[src/hdl/crs_pkg.sv]
// ----------------------------------------------------------------------------
// crs_pkg : shared types and constants of the CSS rule splitter
// Scan phases, quote kinds, character codes and marker lookup functions.
// ----------------------------------------------------------------------------
package crs_pkg;

    localparam int OFFSET_BITS_DEF = 24;
    localparam int DEPTH_BITS_DEF  = 8;
    localparam int EVQ_DEPTH       = 4;   // power of two
    localparam int SPAN_W          = 24;
    localparam int TDATA_IN_W      = 8;
    localparam int TDATA_OUT_W     = 56;

    typedef enum logic [2:0] {
        PH_BETWEEN = 3'd0,
        PH_CDO     = 3'd1,
        PH_CDC     = 3'd2,
        PH_SLASH   = 3'd3,
        PH_COMMENT = 3'd4,
        PH_RULE    = 3'd5
    } phase_t;

    typedef enum logic [1:0] {
        Q_NONE   = 2'd0,
        Q_DOUBLE = 2'd1,
        Q_SINGLE = 2'd2
    } quote_t;

    localparam logic [7:0] CH_TAB    = 8'h09;
    localparam logic [7:0] CH_LF     = 8'h0A;
    localparam logic [7:0] CH_FF     = 8'h0C;
    localparam logic [7:0] CH_CR     = 8'h0D;
    localparam logic [7:0] CH_SPACE  = 8'h20;
    localparam logic [7:0] CH_BANG   = 8'h21;
    localparam logic [7:0] CH_DQUOTE = 8'h22;
    localparam logic [7:0] CH_SQUOTE = 8'h27;
    localparam logic [7:0] CH_LPAREN = 8'h28;
    localparam logic [7:0] CH_RPAREN = 8'h29;
    localparam logic [7:0] CH_STAR   = 8'h2A;
    localparam logic [7:0] CH_DASH   = 8'h2D;
    localparam logic [7:0] CH_SLASH  = 8'h2F;
    localparam logic [7:0] CH_SEMI   = 8'h3B;
    localparam logic [7:0] CH_LT     = 8'h3C;
    localparam logic [7:0] CH_GT     = 8'h3E;
    localparam logic [7:0] CH_AT     = 8'h40;
    localparam logic [7:0] CH_LBRACK = 8'h5B;
    localparam logic [7:0] CH_BSLASH = 8'h5C;
    localparam logic [7:0] CH_RBRACK = 8'h5D;
    localparam logic [7:0] CH_LBRACE = 8'h7B;
    localparam logic [7:0] CH_RBRACE = 8'h7D;

    function automatic logic is_ws(input logic [7:0] c);
        return (c == CH_TAB) || (c == CH_LF) || (c == CH_FF) ||
               (c == CH_CR) || (c == CH_SPACE);
    endfunction

    // expected byte of "<!--" at the given progress
    function automatic logic [7:0] cdo_char(input logic [1:0] prog);
        logic [7:0] ch;
        unique case (prog)
            2'd0:    ch = CH_LT;
            2'd1:    ch = CH_BANG;
            default: ch = CH_DASH;
        endcase
        return ch;
    endfunction

    // expected byte of "-->" at the given progress
    function automatic logic [7:0] cdc_char(input logic [1:0] prog);
        logic [7:0] ch;
        unique case (prog)
            2'd0, 2'd1: ch = CH_DASH;
            default:    ch = CH_GT;
        endcase
        return ch;
    endfunction

endpackage

[src/hdl/crs_scan.sv]
// ----------------------------------------------------------------------------
// crs_scan : front end of the rule splitter
// Classifies one byte per transfer, tracks markers, comments, quotes and
// nesting, and produces at most one event (rule span and/or end) per byte.
// ----------------------------------------------------------------------------
module crs_scan #(
    parameter int OFFSET_BITS = crs_pkg::OFFSET_BITS_DEF,
    parameter int DEPTH_BITS  = crs_pkg::DEPTH_BITS_DEF
) (
    input  logic                   clk,
    input  logic                   rst_n,
    input  logic                   step,
    input  logic [7:0]             data_byte,
    input  logic                   last_byte,
    output logic                   ev_push,
    output logic                   ev_rule,
    output logic                   ev_done,
    output logic                   ev_sat,
    output logic [OFFSET_BITS-1:0] ev_start,
    output logic [OFFSET_BITS-1:0] ev_end
);
    import crs_pkg::*;

    localparam logic [DEPTH_BITS-1:0] DEPTH_MAX = '1;

    phase_t                 phase_reg, phase_next;
    logic [1:0]             prog_reg, prog_next;
    quote_t                 quote_reg, quote_next;
    logic                   skip_reg, skip_next;
    logic                   cmt_reg, cmt_next;
    logic                   star_reg, star_next;
    logic                   pslash_reg, pslash_next;
    logic [DEPTH_BITS-1:0]  brk_reg, brk_next;
    logic [DEPTH_BITS-1:0]  brc_reg, brc_next;
    logic                   block_reg, block_next;
    logic                   at_reg, at_next;
    logic                   sat_reg, sat_next;
    logic [OFFSET_BITS-1:0] start_reg, start_next;
    logic [OFFSET_BITS-1:0] lastns_reg, lastns_next;
    logic [OFFSET_BITS-1:0] pos_reg, pos_next;

    // marker / between-rule classification
    phase_t                 mk_phase;
    logic [1:0]             mk_prog;
    logic                   mk_star;
    logic [OFFSET_BITS-1:0] mk_start;
    logic                   begin_rule;
    logic [OFFSET_BITS-1:0] begin_start;

    // rule body scan
    logic                   run;
    logic                   r_end;
    quote_t                 r_quote;
    logic                   r_skip, r_cmt, r_star, r_pslash, r_block, r_at, r_sat;
    logic [DEPTH_BITS-1:0]  r_brk, r_brc;
    logic [OFFSET_BITS-1:0] r_start, r_lastns;

    phase_t                 ph_mid;

    always_comb
    begin
        mk_phase    = phase_reg;
        mk_prog     = prog_reg;
        mk_star     = star_reg;
        mk_start    = start_reg;
        begin_rule  = 1'b0;
        begin_start = start_reg;
        unique case (phase_reg)
            PH_BETWEEN:
            begin
                if (!is_ws(data_byte))
                begin
                    priority if (data_byte == CH_SLASH)
                    begin
                        mk_phase = PH_SLASH;
                        mk_start = pos_reg;
                    end
                    else if (data_byte == CH_LT)
                    begin
                        mk_phase = PH_CDO;
                        mk_prog  = 2'd1;
                        mk_start = pos_reg;
                    end
                    else if (data_byte == CH_DASH)
                    begin
                        mk_phase = PH_CDC;
                        mk_prog  = 2'd1;
                        mk_start = pos_reg;
                    end
                    else
                    begin
                        begin_rule  = 1'b1;
                        begin_start = pos_reg;
                    end
                end
            end
            PH_SLASH:
            begin
                if (data_byte == CH_STAR)
                begin
                    mk_phase = PH_COMMENT;
                    mk_star  = 1'b0;
                end
                else
                begin
                    begin_rule = 1'b1;
                end
            end
            PH_CDO:
            begin
                if (data_byte == cdo_char(prog_reg))
                begin
                    if (prog_reg == 2'd3)
                    begin
                        mk_phase = PH_BETWEEN;
                        mk_prog  = 2'd0;
                    end
                    else
                    begin
                        mk_prog = prog_reg + 2'd1;
                    end
                end
                else
                begin
                    begin_rule = 1'b1;
                end
            end
            PH_CDC:
            begin
                if (data_byte == cdc_char(prog_reg))
                begin
                    if (prog_reg == 2'd2)
                    begin
                        mk_phase = PH_BETWEEN;
                        mk_prog  = 2'd0;
                    end
                    else
                    begin
                        mk_prog = prog_reg + 2'd1;
                    end
                end
                else
                begin
                    begin_rule = 1'b1;
                end
            end
            PH_COMMENT:
            begin
                if (star_reg && data_byte == CH_SLASH)
                begin
                    mk_phase = PH_BETWEEN;
                    mk_star  = 1'b0;
                end
                else
                begin
                    mk_star = (data_byte == CH_STAR);
                end
            end
            PH_RULE:
            begin
            end
            default:
            begin
                mk_phase = PH_BETWEEN;
            end
        endcase
    end

    assign run = begin_rule || (phase_reg == PH_RULE);

    // one byte of rule body; a new rule starts from cleared tracking state
    always_comb
    begin
        logic ps;
        logic [DEPTH_BITS-1:0] brc_dec;
        if (begin_rule)
        begin
            r_quote  = Q_NONE;
            r_skip   = 1'b0;
            r_cmt    = 1'b0;
            r_star   = 1'b0;
            r_pslash = 1'b0;
            r_brk    = '0;
            r_brc    = '0;
            r_block  = 1'b0;
            r_sat    = 1'b0;
            r_start  = begin_start;
            r_lastns = begin_start;
            r_at     = (begin_start == pos_reg) && (data_byte == CH_AT);
        end
        else
        begin
            r_quote  = quote_reg;
            r_skip   = skip_reg;
            r_cmt    = cmt_reg;
            r_star   = star_reg;
            r_pslash = pslash_reg;
            r_brk    = brk_reg;
            r_brc    = brc_reg;
            r_block  = block_reg;
            r_sat    = sat_reg;
            r_start  = start_reg;
            r_lastns = lastns_reg;
            r_at     = at_reg;
        end
        r_end   = 1'b0;
        ps      = 1'b0;
        brc_dec = (r_brc != '0) ? r_brc - 1'b1 : r_brc;

        if (!is_ws(data_byte))
        begin
            r_lastns = pos_reg;
        end

        priority if (r_skip)
        begin
            r_skip   = 1'b0;
            r_pslash = 1'b0;
        end
        else if (r_quote != Q_NONE)
        begin
            r_pslash = 1'b0;
            if (data_byte == CH_BSLASH)
            begin
                r_skip = 1'b1;
            end
            else if ((r_quote == Q_DOUBLE && data_byte == CH_DQUOTE) ||
                     (r_quote == Q_SINGLE && data_byte == CH_SQUOTE))
            begin
                r_quote = Q_NONE;
            end
        end
        else if (r_cmt)
        begin
            if (r_star && data_byte == CH_SLASH)
            begin
                r_cmt  = 1'b0;
                r_star = 1'b0;
            end
            else
            begin
                r_star = (data_byte == CH_STAR);
            end
        end
        else
        begin
            ps       = r_pslash;
            r_pslash = 1'b0;
            priority if (ps && data_byte == CH_STAR)
            begin
                r_cmt  = 1'b1;
                r_star = 1'b0;
            end
            else if (data_byte == CH_SLASH)
            begin
                r_pslash = 1'b1;
            end
            else if (data_byte == CH_DQUOTE)
            begin
                r_quote = Q_DOUBLE;
            end
            else if (data_byte == CH_SQUOTE)
            begin
                r_quote = Q_SINGLE;
            end
            else if (data_byte == CH_BSLASH)
            begin
                r_skip = 1'b1;
            end
            else if (data_byte == CH_LPAREN || data_byte == CH_LBRACK)
            begin
                if (r_brk != DEPTH_MAX)
                    r_brk = r_brk + 1'b1;
                else
                    r_sat = 1'b1;
            end
            else if ((data_byte == CH_RPAREN || data_byte == CH_RBRACK) && r_brk != '0)
            begin
                r_brk = r_brk - 1'b1;
            end
            else if (r_brk != '0)
            begin
                // inside brackets nothing else counts
            end
            else if (data_byte == CH_LBRACE)
            begin
                if (r_brc != DEPTH_MAX)
                    r_brc = r_brc + 1'b1;
                else
                    r_sat = 1'b1;
                r_block = 1'b1;
            end
            else if (data_byte == CH_RBRACE)
            begin
                r_brc = brc_dec;
                r_end = (brc_dec == '0) && r_block;
            end
            else if (data_byte == CH_SEMI && r_at && r_brc == '0)
            begin
                r_end = 1'b1;
            end
        end

        if (!run)
        begin
            r_end = 1'b0;
        end
    end

    assign ph_mid = r_end ? PH_BETWEEN : (run ? PH_RULE : mk_phase);

    // next state
    always_comb
    begin
        phase_next  = ph_mid;
        prog_next   = mk_prog;
        star_next   = mk_star;
        start_next  = mk_start;
        quote_next  = quote_reg;
        skip_next   = skip_reg;
        cmt_next    = cmt_reg;
        pslash_next = pslash_reg;
        brk_next    = brk_reg;
        brc_next    = brc_reg;
        block_next  = block_reg;
        at_next     = at_reg;
        sat_next    = sat_reg;
        lastns_next = lastns_reg;
        pos_next    = pos_reg + 1'b1;
        if (run)
        begin
            prog_next   = 2'd0;
            star_next   = r_star;
            start_next  = r_start;
            quote_next  = r_quote;
            skip_next   = r_skip;
            cmt_next    = r_cmt;
            pslash_next = r_pslash;
            brk_next    = r_brk;
            brc_next    = r_brc;
            block_next  = r_block;
            at_next     = r_at;
            sat_next    = r_end ? 1'b0 : r_sat;
            lastns_next = r_lastns;
        end
        if (last_byte)
        begin
            phase_next  = PH_BETWEEN;
            prog_next   = 2'd0;
            star_next   = 1'b0;
            start_next  = '0;
            quote_next  = Q_NONE;
            skip_next   = 1'b0;
            cmt_next    = 1'b0;
            pslash_next = 1'b0;
            brk_next    = '0;
            brc_next    = '0;
            block_next  = 1'b0;
            at_next     = 1'b0;
            sat_next    = 1'b0;
            lastns_next = '0;
            pos_next    = '0;
        end
    end

    // event to the queue
    always_comb
    begin
        ev_done  = last_byte;
        ev_rule  = r_end || (last_byte && (ph_mid == PH_RULE || ph_mid == PH_SLASH ||
                                            ph_mid == PH_CDO || ph_mid == PH_CDC));
        ev_start = run ? r_start : mk_start;
        ev_end   = (!r_end && ph_mid == PH_RULE) ? r_lastns : pos_reg;
        ev_sat   = run ? r_sat : 1'b0;
        ev_push  = step && (ev_rule || last_byte);
    end

    always_ff @(posedge clk or negedge rst_n)
    begin
        if (!rst_n)
        begin
            phase_reg  <= PH_BETWEEN;
            prog_reg   <= 2'd0;
            quote_reg  <= Q_NONE;
            skip_reg   <= 1'b0;
            cmt_reg    <= 1'b0;
            star_reg   <= 1'b0;
            pslash_reg <= 1'b0;
            brk_reg    <= '0;
            brc_reg    <= '0;
            block_reg  <= 1'b0;
            at_reg     <= 1'b0;
            sat_reg    <= 1'b0;
            start_reg  <= '0;
            lastns_reg <= '0;
            pos_reg    <= '0;
        end
        else if (step)
        begin
            phase_reg  <= phase_next;
            prog_reg   <= prog_next;
            quote_reg  <= quote_next;
            skip_reg   <= skip_next;
            cmt_reg    <= cmt_next;
            star_reg   <= star_next;
            pslash_reg <= pslash_next;
            brk_reg    <= brk_next;
            brc_reg    <= brc_next;
            block_reg  <= block_next;
            at_reg     <= at_next;
            sat_reg    <= sat_next;
            start_reg  <= start_next;
            lastns_reg <= lastns_next;
            pos_reg    <= pos_next;
        end
    end

`ifndef SYNTHESIS
    a_last_restarts: assert property (@(posedge clk) disable iff (!rst_n)
        step && last_byte |=> pos_reg == '0 && phase_reg == PH_BETWEEN)
        else $error("scanner did not restart after final byte");
    a_cdc_progress: assert property (@(posedge clk) disable iff (!rst_n)
        phase_reg == PH_CDC |-> prog_reg == 2'd1 || prog_reg == 2'd2)
        else $error("CDC marker progress out of range");
`endif

endmodule

[src/hdl/crs_evq.sv]
// ----------------------------------------------------------------------------
// crs_evq : event queue between scanner and emitter
// Small register FIFO, one write and one read per cycle.
// ----------------------------------------------------------------------------
module crs_evq #(
    parameter int WIDTH = 8,
    parameter int DEPTH = crs_pkg::EVQ_DEPTH
) (
    input  logic             clk,
    input  logic             rst_n,
    input  logic             push,
    input  logic [WIDTH-1:0] wdata,
    input  logic             pop,
    output logic [WIDTH-1:0] rdata,
    output logic             full,
    output logic             nonempty
);
    import crs_pkg::*;

    localparam int AW = $clog2(DEPTH);
    localparam int CW = $clog2(DEPTH + 1);

    logic [WIDTH-1:0] slot_reg [DEPTH];
    logic [AW-1:0]    wr_ptr_reg, wr_ptr_next;
    logic [AW-1:0]    rd_ptr_reg, rd_ptr_next;
    logic [CW-1:0]    count_reg, count_next;

    always_comb
    begin
        wr_ptr_next = push ? wr_ptr_reg + 1'b1 : wr_ptr_reg;
        rd_ptr_next = pop ? rd_ptr_reg + 1'b1 : rd_ptr_reg;
        count_next  = count_reg + CW'(push) - CW'(pop);
    end

    assign full     = (count_reg == CW'(DEPTH));
    assign nonempty = (count_reg != '0);
    assign rdata    = slot_reg[rd_ptr_reg];

    always_ff @(posedge clk or negedge rst_n)
    begin
        if (!rst_n)
        begin
            wr_ptr_reg <= '0;
            rd_ptr_reg <= '0;
            count_reg  <= '0;
        end
        else
        begin
            wr_ptr_reg <= wr_ptr_next;
            rd_ptr_reg <= rd_ptr_next;
            count_reg  <= count_next;
        end
    end

    always_ff @(posedge clk)
    begin
        if (push)
        begin
            slot_reg[wr_ptr_reg] <= wdata;
        end
    end

`ifndef SYNTHESIS
    a_no_overflow: assert property (@(posedge clk) disable iff (!rst_n)
        push |-> !full || pop)
        else $error("event queue overflow");
    a_no_underflow: assert property (@(posedge clk) disable iff (!rst_n)
        pop |-> count_reg != '0)
        else $error("event queue underflow");
`endif

endmodule

[src/hdl/crs_emit.sv]
// ----------------------------------------------------------------------------
// crs_emit : back end of the rule splitter
// Expands queued events into result transfers through an output register;
// an event with a span and the stream end gives two results.
// ----------------------------------------------------------------------------
module crs_emit #(
    parameter int OFFSET_BITS = crs_pkg::OFFSET_BITS_DEF
) (
    input  logic                   clk,
    input  logic                   rst_n,
    input  logic                   q_valid,
    input  logic                   q_rule,
    input  logic                   q_done,
    input  logic                   q_sat,
    input  logic [OFFSET_BITS-1:0] q_start,
    input  logic [OFFSET_BITS-1:0] q_end,
    output logic                   q_pop,
    input  logic                   out_ready,
    output logic                   out_valid,
    output logic                   out_has_span,
    output logic                   out_done,
    output logic                   out_sat,
    output logic [OFFSET_BITS-1:0] out_start,
    output logic [OFFSET_BITS-1:0] out_end
);
    import crs_pkg::*;

    logic                   valid_reg, valid_next;
    logic                   pend_reg, pend_next;   // end marker still owed
    logic                   has_reg, has_next;
    logic                   done_reg, done_next;
    logic                   sat_reg, sat_next;
    logic [OFFSET_BITS-1:0] start_reg, start_next;
    logic [OFFSET_BITS-1:0] end_reg, end_next;
    logic                   load;

    assign load  = !valid_reg || out_ready;
    assign q_pop = load && !pend_reg && q_valid;

    always_comb
    begin
        valid_next = valid_reg;
        pend_next  = pend_reg;
        has_next   = has_reg;
        done_next  = done_reg;
        sat_next   = sat_reg;
        start_next = start_reg;
        end_next   = end_reg;
        if (load)
        begin
            priority if (pend_reg || (q_valid && !q_rule))
            begin
                valid_next = 1'b1;
                pend_next  = 1'b0;
                has_next   = 1'b0;
                done_next  = 1'b1;
                sat_next   = 1'b0;
                start_next = '0;
                end_next   = '0;
            end
            else if (q_valid)
            begin
                valid_next = 1'b1;
                pend_next  = q_done;
                has_next   = 1'b1;
                done_next  = 1'b0;
                sat_next   = q_sat;
                start_next = q_start;
                end_next   = q_end;
            end
            else
            begin
                valid_next = 1'b0;
            end
        end
    end

    always_ff @(posedge clk or negedge rst_n)
    begin
        if (!rst_n)
        begin
            valid_reg <= 1'b0;
            pend_reg  <= 1'b0;
        end
        else
        begin
            valid_reg <= valid_next;
            pend_reg  <= pend_next;
        end
    end

    always_ff @(posedge clk)
    begin
        has_reg   <= has_next;
        done_reg  <= done_next;
        sat_reg   <= sat_next;
        start_reg <= start_next;
        end_reg   <= end_next;
    end

    assign out_valid    = valid_reg;
    assign out_has_span = has_reg;
    assign out_done     = done_reg;
    assign out_sat      = sat_reg;
    assign out_start    = start_reg;
    assign out_end      = end_reg;

`ifndef SYNTHESIS
    a_pend_behind_span: assert property (@(posedge clk) disable iff (!rst_n)
        pend_reg |-> valid_reg && has_reg)
        else $error("owed end marker without a span result in front of it");
`endif

endmodule

[src/hdl/css_top_level_rule_splitter_unit.sv]
// ----------------------------------------------------------------------------
// css_top_level_rule_splitter_unit : top-level CSS rule splitter
// Splits a byte stream into top-level rule spans; scanner front end, event
// queue and output back end.
// ----------------------------------------------------------------------------
//  channel | dir | tdata                              | tuser    | tlast
//  s_*     | in  | [7:0] data_byte                    | -        | last_byte
//  m_*     | out | [23:0] span_start, [47:24] span_end | has_span | stream_done
//          |     | [48] depth_saturated, [55:49] zero |          |
//
//  One byte is taken per cycle while s_tready is high; the scanner updates all rule
//  state in the cycle of the transfer. The event of a byte is written to the
//  queue at the edge of its transfer and from there into the output register. A
//  final byte that closes an open rule yields two results, the span and then the
//  end marker. The 4-entry event queue lets the scanner keep taking bytes while
//  the output is stalled; s_tready drops only when it is full. Reset clears all
//  control state (not the queue slots or output data registers); no clearing pass.
// ----------------------------------------------------------------------------
module css_top_level_rule_splitter_unit #(
    parameter int OFFSET_BITS = crs_pkg::OFFSET_BITS_DEF,
    parameter int DEPTH_BITS  = crs_pkg::DEPTH_BITS_DEF
) (
    input  logic                             clk,
    input  logic                             rst_n,
    input  logic                             s_tvalid,
    output logic                             s_tready,
    input  logic [crs_pkg::TDATA_IN_W-1:0]   s_tdata,   // [7:0] data_byte
    input  logic                             s_tlast,
    output logic                             m_tvalid,
    input  logic                             m_tready,
    // [23:0] span_start, [47:24] span_end, [48] depth_saturated, rest zero
    output logic [crs_pkg::TDATA_OUT_W-1:0]  m_tdata,
    output logic                             m_tuser,   // [0] has_span
    output logic                             m_tlast
);
    import crs_pkg::*;

    localparam int EV_W = 2 * OFFSET_BITS + 3;

    logic                   step;
    logic                   ev_push, ev_rule, ev_done, ev_sat;
    logic [OFFSET_BITS-1:0] ev_start, ev_end;
    logic [EV_W-1:0]        q_wdata, q_rdata;
    logic                   q_full, q_nonempty, q_pop;
    logic                   out_sat;
    logic [OFFSET_BITS-1:0] out_start, out_end;

    assign s_tready = !q_full;
    assign step     = s_tvalid && s_tready;

    crs_scan #(
        .OFFSET_BITS (OFFSET_BITS),
        .DEPTH_BITS  (DEPTH_BITS)
    ) u_scan (
        .clk       (clk),
        .rst_n     (rst_n),
        .step      (step),
        .data_byte (s_tdata[7:0]),
        .last_byte (s_tlast),
        .ev_push   (ev_push),
        .ev_rule   (ev_rule),
        .ev_done   (ev_done),
        .ev_sat    (ev_sat),
        .ev_start  (ev_start),
        .ev_end    (ev_end)
    );

    assign q_wdata = {ev_sat, ev_done, ev_rule, ev_end, ev_start};

    crs_evq #(
        .WIDTH (EV_W),
        .DEPTH (EVQ_DEPTH)
    ) u_evq (
        .clk      (clk),
        .rst_n    (rst_n),
        .push     (ev_push),
        .wdata    (q_wdata),
        .pop      (q_pop),
        .rdata    (q_rdata),
        .full     (q_full),
        .nonempty (q_nonempty)
    );

    crs_emit #(
        .OFFSET_BITS (OFFSET_BITS)
    ) u_emit (
        .clk          (clk),
        .rst_n        (rst_n),
        .q_valid      (q_nonempty),
        .q_rule       (q_rdata[2*OFFSET_BITS]),
        .q_done       (q_rdata[2*OFFSET_BITS+1]),
        .q_sat        (q_rdata[2*OFFSET_BITS+2]),
        .q_start      (q_rdata[OFFSET_BITS-1:0]),
        .q_end        (q_rdata[2*OFFSET_BITS-1:OFFSET_BITS]),
        .q_pop        (q_pop),
        .out_ready    (m_tready),
        .out_valid    (m_tvalid),
        .out_has_span (m_tuser),
        .out_done     (m_tlast),
        .out_sat      (out_sat),
        .out_start    (out_start),
        .out_end      (out_end)
    );

    assign m_tdata = {7'b0, out_sat, SPAN_W'(out_end), SPAN_W'(out_start)};

endmodule
[config.mk]
export PLATFORM = sky130hd
export DESIGN_NAME = css_top_level_rule_splitter_unit
export DESIGN_NICKNAME = d
export VERILOG_FILES = /design/src/hdl/crs_pkg.sv /design/src/hdl/crs_scan.sv /design/src/hdl/crs_evq.sv /design/src/hdl/crs_emit.sv /design/src/hdl/css_top_level_rule_splitter_unit.sv
export SDC_FILE = /design/constraint.sdc
export NUM_CORES = 1
export LEC_CHECK = 0
export BUFFER_PORTS_ARGS = -buffer_cell sky130_fd_sc_hd__buf_2
export CORE_MARGIN = 2
export CORE_UTILIZATION = 45
export CTS_BUF_LIST = sky130_fd_sc_hd__clkbuf_4 sky130_fd_sc_hd__clkbuf_8 sky130_fd_sc_hd__clkbuf_16
export CTS_CLUSTER_SIZE = 20
export DETAILED_ROUTE_END_ITERATION = 10
export PLACE_DENSITY = 0.7
export SLEW_MARGIN = 30
export SYNTH_ARGS = -nofsm -noshare
export SYNTH_HDL_FRONTEND = slang
export SYNTH_SLANG_ARGS = --single-unit
[constraint.sdc]
create_clock -name clk -period 5.8 [get_ports clk]
set_input_delay 1.45 -clock clk [delete_from_list [all_inputs] [get_ports clk]]
set_output_delay 1.45 -clock clk [all_outputs]
set_load 0.05 [all_outputs]
Word-level counts from Yosys, hierarchy flattened --
Memories as Yosys holds them, arrays and structs flattened. Cells that the tools add are included.
Word-level totals: RAM bits 204, memories kept 1, output and inout port bits 60, register bits after elaboration 162, word-level logic and storage cells 337, input port bits 13
Memories:
- u_evq.slot_reg | depth 4, bits a word 51, read ports 1, clocked after Yosys merged registers in 0, wr ports 1, line crs_evq.sv:23 | logic [WIDTH-1:0] slot_reg [DEPTH];
Cells by class: muxes and demuxes 201, reductions and logical operators 54, eq/ne operators 46, add/sub/neg operators 10
Operator list (number):
- two-way mux 24 bit | 21
- two-way mux 8 bit | 34
- two-way mux 1 bit | 105
- == test 8 x 6 -> 1 bit (second input constant) | 10
- == test 8 x 7 -> 1 bit (second input constant) | 6
- two-way mux 2 bit | 22
- two-way mux 3 bit | 13
- == test 8 x 4 -> 1 bit (second input constant) | 4
- adder 24 x 1 -> 24 bit (second input constant) | 1
- == test 24 bit | 1
- case mux 3 bit (6 select lines) | 1
- logical AND 1 bit | 17
- adder 8 x 1 -> 8 bit (second input constant) | 2
- == test 8 bit | 2
- zero test 8 bit | 2
- inequality test 8 bit (second input constant) | 2
- nonzero test 8 bit | 2
- subtractor 8 x 1 -> 8 bit (second input constant) | 2
- logical OR 1 bit | 15
- == test 3 x 2 -> 1 bit (second input constant) | 4
- == test 3 bit (second input constant) | 4
- inequality test 4 x 2 -> 1 bit (second input constant) | 3
- case mux 5 bit (2 select lines) | 1
- inequality test 4 x 3 -> 1 bit (second input constant) | 2
- other kinds (22) | 35

Longest topological paths before layout --
Gate-level depths: netlist (run 1).
depth after elaboration 38, depth in mapped cells 23, mapped depth without buffers 21

Cells and area by module --
A second synthesis (run 1) with hierarchy kept.
Second synthesis, totals: cell total of the unflattened synthesis 1406, area, all modules 18250.0 sq um
Modules (own cells, without submodules):
- crs_scan | seq. area each 2552.4 sq um, cells each 968, area an instance 7941.4 sq um, times used 1
- crs_evq | seq. area each 6301.0 sq um, cells each 301, area an instance 7812.5 sq um, times used 1
- crs_emit | seq. area each 1581.5 sq um, cells each 126, area an instance 2422.3 sq um, times used 1
- css_top_level_rule_splitter_unit | seq. area each 0.0 sq um, cells each 11, area an instance 73.8 sq um, times used 1

Worst setup path after synthesis (run 1) --
Ideal clock, no wire load.
path kind input to register, from in s_tdata[0] (netlist bit), to mem u_evq.slot_reg[0][0] (netlist bit), enable pin, stages 17, buffers on the path 4, setup time 0.414 ns, arrival 6.508 ns, setup slack -1.122 ns, cells stage by stage clkbuf_1 > nor4_1 > a41oi_1 > and3_1 > clkbuf_1 > nor3_2 > clkbuf_1 > buf_1 > nand2_1 > ha_1 > nand2_1 > o31a_1 > nor4_1 > o2111ai_1 > a211oi_4 > or2_2 > and3_1
Between the ends: cells in the longest elaborated chain, start to end 38, elaborated cells on any way between the ends 104, classes of those cells add/sub: 1; eq/ne: 27; mux: 50; reduce/logical: 26
RTL lines:
- start, declared | line css_top_level_rule_splitter_unit.sv:27 | input logic [crs_pkg::TDATA_IN_W-1:0] s_tdata,
- branches (longest 33 deep; another with subtractor 8 x 1 -> 8 bit)
- logical OR 1 bit (*) | line crs_scan.sv:370 | ev_rule = r_end || (last_byte && (ph_mid == PH_RULE || ph_mid == PH_SLASH ||
- logical OR 1 bit (*) | line crs_scan.sv:375 | ev_push = step && (ev_rule || last_byte);
- logical AND 1 bit (*) | line crs_scan.sv:375
- two-way mux 1 bit (*) | line crs_evq.sv:57 | if (push)
- two-way mux 1 bit (implied by the code) (*) | line crs_evq.sv:59 | slot_reg[wr_ptr_reg] <= wdata;
- end, declared | line crs_evq.sv:23
Every way passes the cells marked *.

Final worst setup path (run 1) --
from in s_tdata[4] (netlist bit), to reg u_evq.count_reg[2]
Between the ends: cells in the longest elaborated chain, start to end 38, elaborated cells on any way between the ends 104, classes of those cells add/sub: 3; eq/ne: 27; mux: 48; reduce/logical: 26
RTL lines:
- branches (longest 33 deep; another with subtractor 8 x 1 -> 8 bit)
- logical OR 1 bit (*) | line crs_scan.sv:370
- logical OR 1 bit (*) | line crs_scan.sv:375
- logical AND 1 bit (*) | line crs_scan.sv:375
- adder 3 x 1 -> 3 bit (*) | line crs_evq.sv:32 | count_next = count_reg + CW'(push) - CW'(pop);
- subtractor 3 x 1 -> 3 bit (*) | line crs_evq.sv:32
- net u_evq.count_next[2] | line crs_evq.sv:26 | logic [CW-1:0] count_reg, count_next;
- end signal, assigned | line crs_evq.sv:51 | count_reg <= count_next;
- end, declared | line crs_evq.sv:26
Mark *: on every way through the listed nets, which the timed path passes. A chain may end at the register's enable or synchronous reset.

==> results of run 1 <==
-- stage by stage --
stage	instance area [sq um]	utilization	total power, uW	std cells	hold slack, ns
global placement	18700	0.485	7120	1904	0.461
global route	20000	0.520	10100	1978	0.514
detailed placement	18700	0.485	7160	1904	0.467
CTS	20000	0.520	9730	1978	0.483
finish	20000	0.520	9660	1978	0.482
floorplan	17600	-	6190	1376	0.442
-- kinds of logic after synthesis --
logic type | count (synthesis) | share of synthesized area
AOI/OAI and AO/OA | 252 | 0.102
xor gates and xnor gates | 48 | 0.0240
adders and majority gates | 18 | 0.0133
buffers and inverters | 133 | 0.0317
DFF | 366 | 0.597
muxes | 97 | 0.0995
other | 1 | 0.000214
and+or+nand+nor | 455 | 0.132
-- metal layers --
metal / global-route usage / vias to the layer above / part of all wire / routed length [microns]
met5: 0 / - / 0 / 0
met2: 0.341 / 454 / 0.48 / 19900
met1: 0.275 / 5837 / 0.42 / 17400
met4: 0.0730 / 0 / 0.033 / 1360
li1: - / 5266 / - / -
met3: 0.0308 / 90 / 0.061 / 2530
-- power groups by stage --
stage	logic [uW]	clock network, uW	registers, uW
floorplan	1960	0	4230
global placement	3450	0	3670
detailed placement	3480	0	3680
CTS	3500	2590	3630
global route	3720	2690	3680
finish	3480	2540	3630
-- placed cells by master (no fill, tap or decap), drive strengths merged, types with 28 or more instances in the layout --
cell | netlist | layout
mux2 | 45 | 45
a21oi | 35 | 35
edfxtp | 255 | 255
mux4 | 51 | 51
o31ai | 29 | 29
nand2 | 112 | 112
nor2 | 100 | 100
nor3 | 52 | 52
nand3 | 28 | 28
nor2b | 56 | 56
buf | 22 | 117
clkbuf | 85 | 59
xnor2 | 34 | 34
dfrtp | 111 | 111
o21ai | 66 | 66
inv | 26 | 29
a22o | 47 | 47
-- area by class of cell --
| class | instances | area (sq um) |
|---|---|---|
| flip-flops and latches | 366 | 10400 |
| repair buffers | 117 | 831 |
| well taps | 518 | 648 |
| multi-input cells | 877 | 6630 |
| clock buffers | 59 | 1190 |
| fillers | 3244 | 18500 |
| inverters | 26 | 97.6 |
| clock inverters | 15 | 146 |
-- worst paths after layout --
kind / startpoint / to / slack, ns / depth (start not counted)
max in group asynchronous: rst_n / u_evq.rd_ptr_reg[0] / 3.90 / 2
min in group asynchronous: rst_n / u_scan.block_reg / 0.92 / 1
min reg2reg: u_scan.at_reg / u_scan.at_reg / 0.48 / 2
min: u_scan.at_reg / u_scan.at_reg / 0.48 / 2
max: s_tdata[4] / u_evq.count_reg[2] / 0.69 / 20
max reg2reg: u_scan.phase_reg[0] / u_evq.count_reg[2] / 1.21 / 20
-- critical path, cell delays in order --
cell and delay, ns:
buf_2 0.14, or4b_4 0.51, a2111oi_4 0.39, a211oi_4 0.07, nor3_4 0.40, nand2_4 0.10, ha_4 0.28, nand2_1 0.06
a21oi_1 0.14, a31oi_1 0.06, nor4_1 0.26, o2111ai_1 0.22, a211oi_4 0.23, o21ai_2 0.10, ha_1 0.28, inv_1 0.04
ha_2 0.17, fa_2 0.35, xnor2_2 0.14, xnor2_1 0.12
==> metrics.md, run 1 <==
| Metric | Value |
|---|---|
| Synth Register Bits | between 300 and 400 |
| Crit Path Max Fanout | 5 |
| EDFF count, synth | 255 |
| Hpwl dp | 26,300 microns |
| Die Wd | roughly 200 microns |
| Via Count | 11,600 |
| Most frequent cell after synthesis | edfxtp_1 |
| Worst-Skew Late Latency | 0.53 ns |
| Layout overhead on the synthesized area | 14.3% |
| Drt pass-1 iters | 5 |
| Final Worst Setup Slack | 0.694 ns |
| Synth area leaders | edfxtp_1 (44%), dfrtp_1 (16%), mux4_2 (6.6%) |
| WP data arrival | roughly 5.5 ns |
| Unrepaired setup endpoints after global routing | no |
| H-tree depth | 2 |
| Part of the power in combinational logic | 0.361 |
| Power share of the clock group | 0.263 |
| Reg clk slew, reported paths | 0.06 ns |
| Fin. Hold Viols | 0 |
| Tmin final | 5.11 ns |
| Residual DRC | 0 |
| Async S/R FF share, synth | 0.303 |
| N_diodes | 0 |
| Vias per cell | 5.89 |
| Max frequency | 0.196 GHz |
| Yosys top cell by area | edfxtp_1 |
| Routability congestion estimate | roughly 0.89 |
| Port Buffers | 65 |
| Least-Margin Pin Slew | 0.965 ns |
| Share of cells above drive strength 1 | 0.220 |
| Ports | 73 |
| Pin count of the biggest net entering global routing | 53 |
| Syn. warnings | 0 |
| First-pass GRT wire length | 65,400 microns |
| Max reg flops | 204 |
| Gr ovfl total | 0 |
| Vias in the first global route | roughly 12,000 |
| Global-route usage over all layers | 0.205 |
| Root Buffer | clkbuf_16 |
| Leakage power | ~0.0075 uW |
| Post-synth top area share | 0.438 |
| Row count | 72 |
| Initial antenna violation count | 0 |
| Postcts setup bufs | 0 |
| Hold WC Path Type | flip-flop to flip-flop |
| CP endpoint kind | flip-flop |
| Synth cell count leaders | edfxtp_1 (255), nand2_1 (112), dfrtp_1 (111), nor2_1 (99), clkbuf_1 (85) |
| Post-Syn Instances | 1,370 |
| Num CTS Buffers | 40 |
| VDD IR max | ~0.00026 V |
| Period utilization | 0.880 |
| Die height | 201 microns |
| Final #Nets | 1,459 |
| Worst slack, placed | roughly 0.18 ns |
| Max-slew violation count | 0 |
| Status | completed |
| Routed Antenna Nets | 0 |
| Sequential power share | 0.376 |
| Setup total negative slack | 0 ns |
| Relative slew slack | 0.355 |
| Sink Count | 366 |
| Register area share after synthesis | 0.597 |
| Post-Route WL | 41,200 microns |
| Dominant synthesized flop cell | edfxtp_1 |
| Initial core utilization | 0.455 |
| Setup Viol. Count Final | 0 |
| Post-CTS sizing | 0 |
| Net switching power | between 3000 and 4000 uW |
| Syn Area/Cell | around 13 sq um |
| Critical path type | input pin to flip-flop |
| Iter 0 DRT Violations | 1,051 |
| Mapped cell area | 17,500 sq um |
| CTS tree | built |
| Cts hold-fix bufs | 0 |
| Clock tree buffer depth | 3 |
| Net Sw Frac | 0.373 |
| Routed len/inst | about 21 microns |
| Post-synth cell types | 77 |
| Int Pwr | roughly 6000 uW |
| Crit start category | input pin |
| Die area | 40,500 sq um |
| CP Data Required Time | 6.21 ns |
| Max_cap viols | 0 |
| CORE AREA | 38,500 sq um |
| Clock Skew | 0.0113 ns |
| Pwr dens | between 400 and 500 nW/um^2 |
(Power assumes the default switching activity.)
==> run 2, diff against run 1 <==
Settings changed: CORE_UTILIZATION 45 to 56, PLACE_DENSITY 0.7 to 0.82.
==> run 2 against run 1 <==
Worst setup slack got worse by 0.20 ns. Count of clock-buffer cells in the layout decreased by 13. Clock skew up 0.014 ns. Critical path depth up 1. Global-route usage increased by 5.2 points. Combinational power increased by 1%. Non-clock buffer count up 5. Sequential share of layout area increased by 0.51 points. Routed wire length rose by 0.30%. Clock power fell by 4%. Utilization is 13 points higher. Flip-flop and latch count did not move. Critical endpoint unchanged. Highest routed layer unchanged.
==> metrics.md, run 2 (synthesis gave the netlist of run 1 again) <==
| Metric | Value |
|---|---|
| Status | completed (unchanged) |
| CORE AREA | 30,700 sq um (was 38,500 sq um) |
| Initial antenna violation count | 1 (was 0) |
| VDD IR max | 0.000330 V (was 0.000262 V) |
| Relative slew slack | 0.332 (was 0.355) |
| Fin. Hold Viols | 0 (unchanged) |
| Die height | 181 microns (was 201 microns) |
| Row count | 64 (was 72) |
| Via Count | 12,000 (was 11,600) |
| Root Buffer | clkbuf_16 (unchanged) |
| RR Startpoint | u_scan.phase_reg[0] (unchanged) |
| Sink Count | 366 (unchanged) |
| Net switching power | 3580 uW (was 3600 uW) |
| Postcts setup bufs | 0 (unchanged) |
| Crit start category | input pin (unchanged) |
| Vias per cell | 6.46 (was 5.89) |
| Setup total negative slack | 0 ns (unchanged) |
| Hpwl dp | 26,500 microns (was 26,300 microns) |
| Ports | 73 (unchanged) |
| Port Buffers | 65 (unchanged) |
| Clock Skew | 0.0258 ns (was 0.0113 ns) |
| Part of the power in combinational logic | 0.368 (was 0.361) |
| CP endpoint kind | flip-flop (unchanged) |
| CP Data Required Time | 6.20 ns (was 6.21 ns) |
| CTS tree | built (unchanged) |
| Hold WC Path Type | flip-flop to flip-flop (unchanged) |
| Gr ovfl total | 0 (unchanged) |
| Num CTS Buffers | 38 (was 40) |
| Int Pwr | 5990 uW (was 6060 uW) |
| Share of cells above drive strength 1 | 0.217 (was 0.220) |
| Routability congestion estimate | 0.895 (was 0.889) |
| H-tree depth | 2 (unchanged) |
| Critical path type | input pin to flip-flop (unchanged) |
| Pin count of the biggest net entering global routing | 64 (was 53) |
| Max_cap viols | 0 (unchanged) |
| Sequential power share | 0.377 (was 0.376) |
| Pwr dens | 483 nW/um^2 (about the same) |
| Routed Antenna Nets | 0 (unchanged) |
| Post-CTS sizing | 0 (unchanged) |
| Post-Route WL | 41,300 microns (was 41,200 microns) |
| First-pass GRT wire length | 66,500 microns (was 65,400 microns) |
| Vias in the first global route | 12,100 (was 11,600) |
| Clock tree buffer depth | 3 (unchanged) |
| Net Sw Frac | 0.374 (was 0.373) |
| Max-slew violation count | 0 (unchanged) |
| Least-Margin Pin Slew | 0.992 ns (was 0.965 ns) |
| Power share of the clock group | 0.255 (was 0.263) |
| N_diodes | 0 (unchanged) |
| Filler cells | 2,137 (was 3,244) |
| Setup Viol. Count Final | 0 (unchanged) |
| Final Worst Setup Slack | 0.492 ns (was 0.694 ns) |
| Most common cell after layout, fill and taps aside | edfxtp_1 (unchanged) |
| Commonest non-fill, non-tap cells in the layout | edfxtp_1 (255), nand2_1 (109), dfrtp_1 (109) (was edfxtp_1 (255), nand2_1 (110), dfrtp_1 (109)) |
| WP data arrival | 5.71 ns (was 5.52 ns) |
| Final #Nets | 1,462 (was 1,459) |
| Worst-Skew Late Latency | 0.54 ns (was 0.53 ns) |
| Tmin final | 5.31 ns (was 5.11 ns) |
| Hold Slack | 0.486 ns (was 0.482 ns) |
| Max frequency | 0.188 GHz (was 0.196 GHz) |
| Global-route usage over all layers | 0.257 (was 0.205) |
| Worst hold start | u_scan.sat_reg (was u_scan.at_reg) |
| Crit Path Max Fanout | 21 (was 5) |
| Leakage power | 0.00748 uW (about the same) |
| Die area | 32,700 sq um (was 40,500 sq um) |
| Cts hold-fix bufs | 0 (unchanged) |
| Worst slack, placed | 0.0296 ns (was 0.177 ns) |
| Period utilization | 0.915 (was 0.880) |
| Initial core utilization | 0.570 (was 0.455) |
| Drt pass-1 iters | 6 (was 5) |
| Layout overhead on the synthesized area | 13.2% (was 14.3%) |
| Die Wd | 181 microns (was 201 microns) |
| Unrepaired setup endpoints after global routing | no (unchanged) |
| Residual DRC | 0 (unchanged) |
| Max reg flops | 204 (unchanged) |
| Iter 0 DRT Violations | 1,451 (was 1,051) |
| Routed len/inst | 22.2 microns (was 20.8 microns) |
| Reg clk slew, reported paths | 0.06 ns (about the same) |
| Crit path from | s_tdata[1] (was s_tdata[4]) |
run 2: cell types whose count changed in the layout (fill, tap and decap cells not counted), sizes merged:
cell      change
clkbuf       -13
buf           +5
bufinv        +1
clkinvlp      -2
inv           -2
clkinv       +11
run 2: power by group through the flow:
stage | logic, uW | registers (uW) | clock network [uW]
2_1_floorplan | 1960 | 4230 | 0
3_3_place_gp | 3350 | 3630 | 0
3_5_place_dp | 3500 | 3660 | 0
4_1_cts | 3530 | 3610 | 2470
5_1_grt | 3750 | 3660 | 2570
6_report | 3520 | 3610 | 2440
run 2: per-layer routing:
layer,GRT usage,vias up,part of all wire
met1,0.339,5999,0.39
met5,0,-,0
met3,0.0381,118,0.073
met4,0.114,0,0.041
met2,0.426,604,0.49
li1,-,5267,-
run 2: final timing paths:
check | slack (ns) | endpoint | cells after the start
min | 0.49 | u_scan.sat_reg | 2
max reg2reg | 0.82 | u_evq.count_reg[2] | 19
min in group asynchronous | 1.03 | u_scan.skip_reg | 1
max | 0.49 | u_evq.count_reg[2] | 21
max in group asynchronous | 3.60 | u_scan.pos_reg[22] | 2
min reg2reg | 0.49 | u_scan.sat_reg | 2
run 2: metrics by stage:
| stage | instances | instance area [sq um] | total power [uW] | utilization |
|---|---|---|---|---|
| 4_1_cts | 1856 | 19800 | 9610 | 0.645 |
| 5_1_grt | 1856 | 19800 | 9980 | 0.645 |
| 6_report | 1856 | 19800 | 9570 | 0.645 |
| 2_1_floorplan | 1376 | 17600 | 6190 | - |
| 3_5_place_dp | 1787 | 18500 | 7160 | 0.604 |
| 3_3_place_gp | 1785 | 18500 | 6990 | 0.602 |
run 2: worst max-delay path: stages:
cell,delay (ns)
buf_2,0.10
buf_4,0.19
nor4bb_1,0.15
and2_0,0.21
a211oi_4,0.30
nor3_4,0.11
buf_4,0.19
nand2_1,0.09
ha_1,0.17
inv_1,0.08
a221o_1,0.29
nor4b_1,0.56
o2111ai_1,0.30
a211oi_4,0.28
o21ai_2,0.10
ha_1,0.28
inv_1,0.04
ha_2,0.17
fa_2,0.35
xnor2_2,0.14
xnor2_1,0.13
run 2: area by class of cell:
class	count	area (sq um)	share of cell area
sequential	366	10400	0.527
multi-input combinational	877	6640	0.335
clock buffer	46	1050	0.0529
timing repair buffer	122	862	0.0435
tap	396	495	0.0250
clock inverter	23	216	0.0109
inverter	26	97.6	0.00493
==> run 3, diff against run 2 <==
Settings changed: BUFFER_PORTS_ARGS -buffer_cell sky130_fd_sc_hd__buf_2 to -buffer_cell sky130_fd_sc_hd__buf_4, CORE_UTILIZATION 56 to 62, PLACE_DENSITY 0.82 to 0.86.
Clock period 5.8 ns to 5.1 ns, I/O delays scaled along.
==> run 3 against run 2 <==
Design area rose by 2.7%. Sequential power rose by 15%. Via count rose by 4.5%. Cell count rose by 1.3%. Flip-flop and latch count did not move. Combinational power rose by 24%. Die area fell by 9.5%. Sequential share of layout area fell by 1.4 points. Power rose by 18%. Count of clock-buffer cells in the layout rose by 5. First-iteration DRC count rose by 11%. Critical path type unchanged. Largest cell class unchanged. Largest power group is now combinational cells.
==> metrics.md, run 3 (synthesis gave the netlist of run 1 again) <==
| Metric | Value |
|---|---|
| Max frequency | around 0.2 GHz |
| Share of cells above drive strength 1 | 0.245 (was 0.217) |
| Layout overhead on the synthesized area | 16.3% (was 13.2%) |
| Reg2reg end | u_evq.count_reg[2] (unchanged) |
| Reg2reg path depth | 23 (was 19) |
| Post-Route WL | 46,400 microns (was 41,300 microns) |
| Ports | 73 (unchanged) |
| Routability congestion estimate | 0.928 (was 0.895) |
| Most common cell after layout, fill and taps aside | edfxtp_1 (unchanged) |
| Die Wd | 172 microns (was 181 microns) |
| CP endpoint kind | flip-flop (unchanged) |
| Iter 0 DRT Violations | 1,611 (was 1,451) |
| Routed len/inst | 24.7 microns (was 22.2 microns) |
| CP Data Required Time | 5.50 ns (was 6.20 ns) |
| Num CTS Buffers | 38 (unchanged) |
| Hold WC Path Type | flip-flop to flip-flop (unchanged) |
| Int Pwr | 7060 uW (was 5990 uW) |
| Routed Antenna Nets | 0 (unchanged) |
| Net switching power | 4260 uW (was 3580 uW) |
| First-pass GRT wire length | 71,600 microns (was 66,500 microns) |
| Period utilization | 0.968 |
| Hold Slack | 0.508 ns (was 0.486 ns) |
| Final Worst Setup Slack | 0.164 ns (was 0.492 ns) |
| Util after Layout | 0.732 (was 0.645) |
| VDD IR max | 0.000268 V (was 0.000330 V) |
| Power share of the clock group | 0.247 (was 0.255) |
| Part of the power in combinational logic | 0.387 (was 0.368) |
| Commonest non-fill, non-tap cells in the layout | edfxtp_1 (255), buf_4 (153), nand2_1 (109), dfrtp_1 (109), nor2_1 (97) (was edfxtp_1 (255), nand2_1 (109), dfrtp_1 (109)) |
| R2r setup slk | 0.46 ns (was 0.82 ns) |
| Pwr dens | 557 nW/um^2 (was 483 nW/um^2) |
| Final #Nets | 1,504 (was 1,462) |
| Hold endpoint | u_scan.sat_reg (unchanged) |
| RR Startpoint | u_scan.prog_reg[1] (was u_scan.phase_reg[0]) |
| Crit start category | input pin (unchanged) |
| Initial antenna violation count | 0 (was 1) |
| Via Count | 12,500 (was 12,000) |
| Clock tree buffer depth | 3 (unchanged) |
| Clock Skew | 0.0261 ns (was 0.0258 ns) |
| Die area | 29,600 sq um (was 32,700 sq um) |
| N_diodes | 0 (unchanged) |
| Residual DRC | 0 (unchanged) |
| Sink Count | 366 (unchanged) |
| Worst hold start | u_scan.sat_reg (unchanged) |
| Cts hold-fix bufs | 0 (unchanged) |
| Fin. Hold Viols | 0 (unchanged) |
| Row count | 61 (was 64) |
| Multi-input gate area | 6700 sq um (was 6640 sq um) |
| Tot Pwr | 11,300 uW (was 9570 uW) |
| Pin count of the biggest net entering global routing | 52 (was 64) |
| Crit Path Max Fanout | 22 (was 21) |
| Dpl cell area | 19,000 sq um (was 18,500 sq um) |
| Reg clk slew, reported paths | 0.06 ns (about the same) |
| Root Buffer | clkbuf_16 (unchanged) |
| Hpwl dp | 29,000 microns (was 26,500 microns) |
| Max-slew violation count | 0 (unchanged) |
| Least-Margin Pin Slew | 0.878 ns (was 0.992 ns) |
| Reg area | 10,400 sq um (unchanged) |
| Drt pass-1 iters | 6 (unchanged) |
| Worst-Skew Late Latency | 0.54 ns (about the same) |
| Gr ovfl total | 0 (unchanged) |
| WP data arrival | 5.34 ns (was 5.71 ns) |
| Max_cap viols | 0 (unchanged) |
| Post-route cell area | 20,300 sq um (was 19,800 sq um) |
| Sequential power share | 0.366 (was 0.377) |
| Port Buffers | 65 (unchanged) |
| Net Sw Frac | 0.377 (was 0.374) |
| Filler cells | 1,717 (was 2,137) |
| Setup Viol. Count Final | 0 (unchanged) |
| Max reg flops | 204 (unchanged) |
| Die height | 172 microns (was 181 microns) |
| Relative slew slack | 0.413 (was 0.332) |
| Initial core utilization | 0.629 (was 0.570) |
| CORE AREA | 27,800 sq um (was 30,700 sq um) |
| H-tree depth | 2 (unchanged) |
| Vias per cell | 6.66 (was 6.46) |
| Min-Delay Path Depth | 2 (unchanged) |
| Leakage power | 0.00775 uW (was 0.00748 uW) |
| Tmin final | 4.94 ns |
| Global-route usage over all layers | 0.320 (was 0.257) |
| Status | completed (unchanged) |
| Vias in the first global route | 12,600 (was 12,100) |
| Critical path type | input pin to flip-flop (unchanged) |
| CTS tree | built (unchanged) |
| Worst slack, placed | -0.350 ns (was 0.0296 ns) |
run 3: changes by cell type in the layout (fill, tap and decap cells not counted), sizes merged:
cell      change
clkinv        -4
clkinvlp      -1
inv           +1
clkbuf        +5
buf          +42
run 3: timing repair:
| action | CTS | global route |
|---|---|---|
| endpoints found under the setup margin | 0 | 26 |
| gates resized for setup | 0 | 12 |
| buffers inserted | 0 | 1 |
run 3: power groups by stage:
| stage | clock network (uW) | logic, uW | registers [uW] |
|---|---|---|---|
| floorplan | 0 | 2230 | 4810 |
| global placement | 0 | 4120 | 4140 |
| detailed placement | 0 | 4230 | 4190 |
| CTS | 2810 | 4300 | 4150 |
| global route | 2920 | 4600 | 4190 |
| finish | 2800 | 4380 | 4150 |
run 3: cell type report:
cell class              count  share of cell area
clock inverters            19             0.00948
clock buffers              51              0.0527
repair buffers            164              0.0669
well taps                 378              0.0233
flip-flops and latches    366               0.514
multi-input cells         877               0.329
inverters                  26             0.00480
run 3: worst max-delay path: stages:
cell,delay (ns)
buf_4,0.14
or2_2,0.30
a32oi_1,0.30
and3_4,0.27
nor3_4,0.05
buf_12,0.14
buf_4,0.23
nand2_1,0.13
ha_1,0.17
inv_1,0.06
a221o_1,0.28
nor4b_2,0.21
buf_4,0.16
o2111ai_2,0.13
a211oi_4,0.28
o21ai_2,0.10
ha_1,0.27
inv_1,0.04
ha_2,0.18
fa_2,0.35
xnor2_2,0.14
xnor2_1,0.13
run 3: how the worst max path moves through the flow:
stage,start,endpoint,slack (ns),depth (start not counted)
after detailed placement,s_tdata[1],u_evq.count_reg[2],-0.35,20
after CTS,s_tdata[1],u_evq.slot_reg[1][25],0.19,18
after floorplan,s_tdata[4],u_evq.count_reg[2],-0.52,22
final,s_tdata[0],u_evq.count_reg[2],0.16,22
after global placement,s_tdata[1],u_evq.count_reg[2],-0.29,20
after global routing,s_tdata[0],u_evq.count_reg[2],-0.08,22
run 3: metal layers:
metal,GRT usage,share of wire
met3,0.0520,0.087
met2,0.559,0.51
met4,0.144,0.047
met5,0,0
met1,0.397,0.36
run 3: through the flow:
step | TNS (ns) | instances
finish | 0 | 1881
global route | -0.0761 | 1881
global placement | -28.73 | 1810
floorplan | -61.63 | 1376
CTS | 0 | 1880
detailed placement | -51.45 | 1810
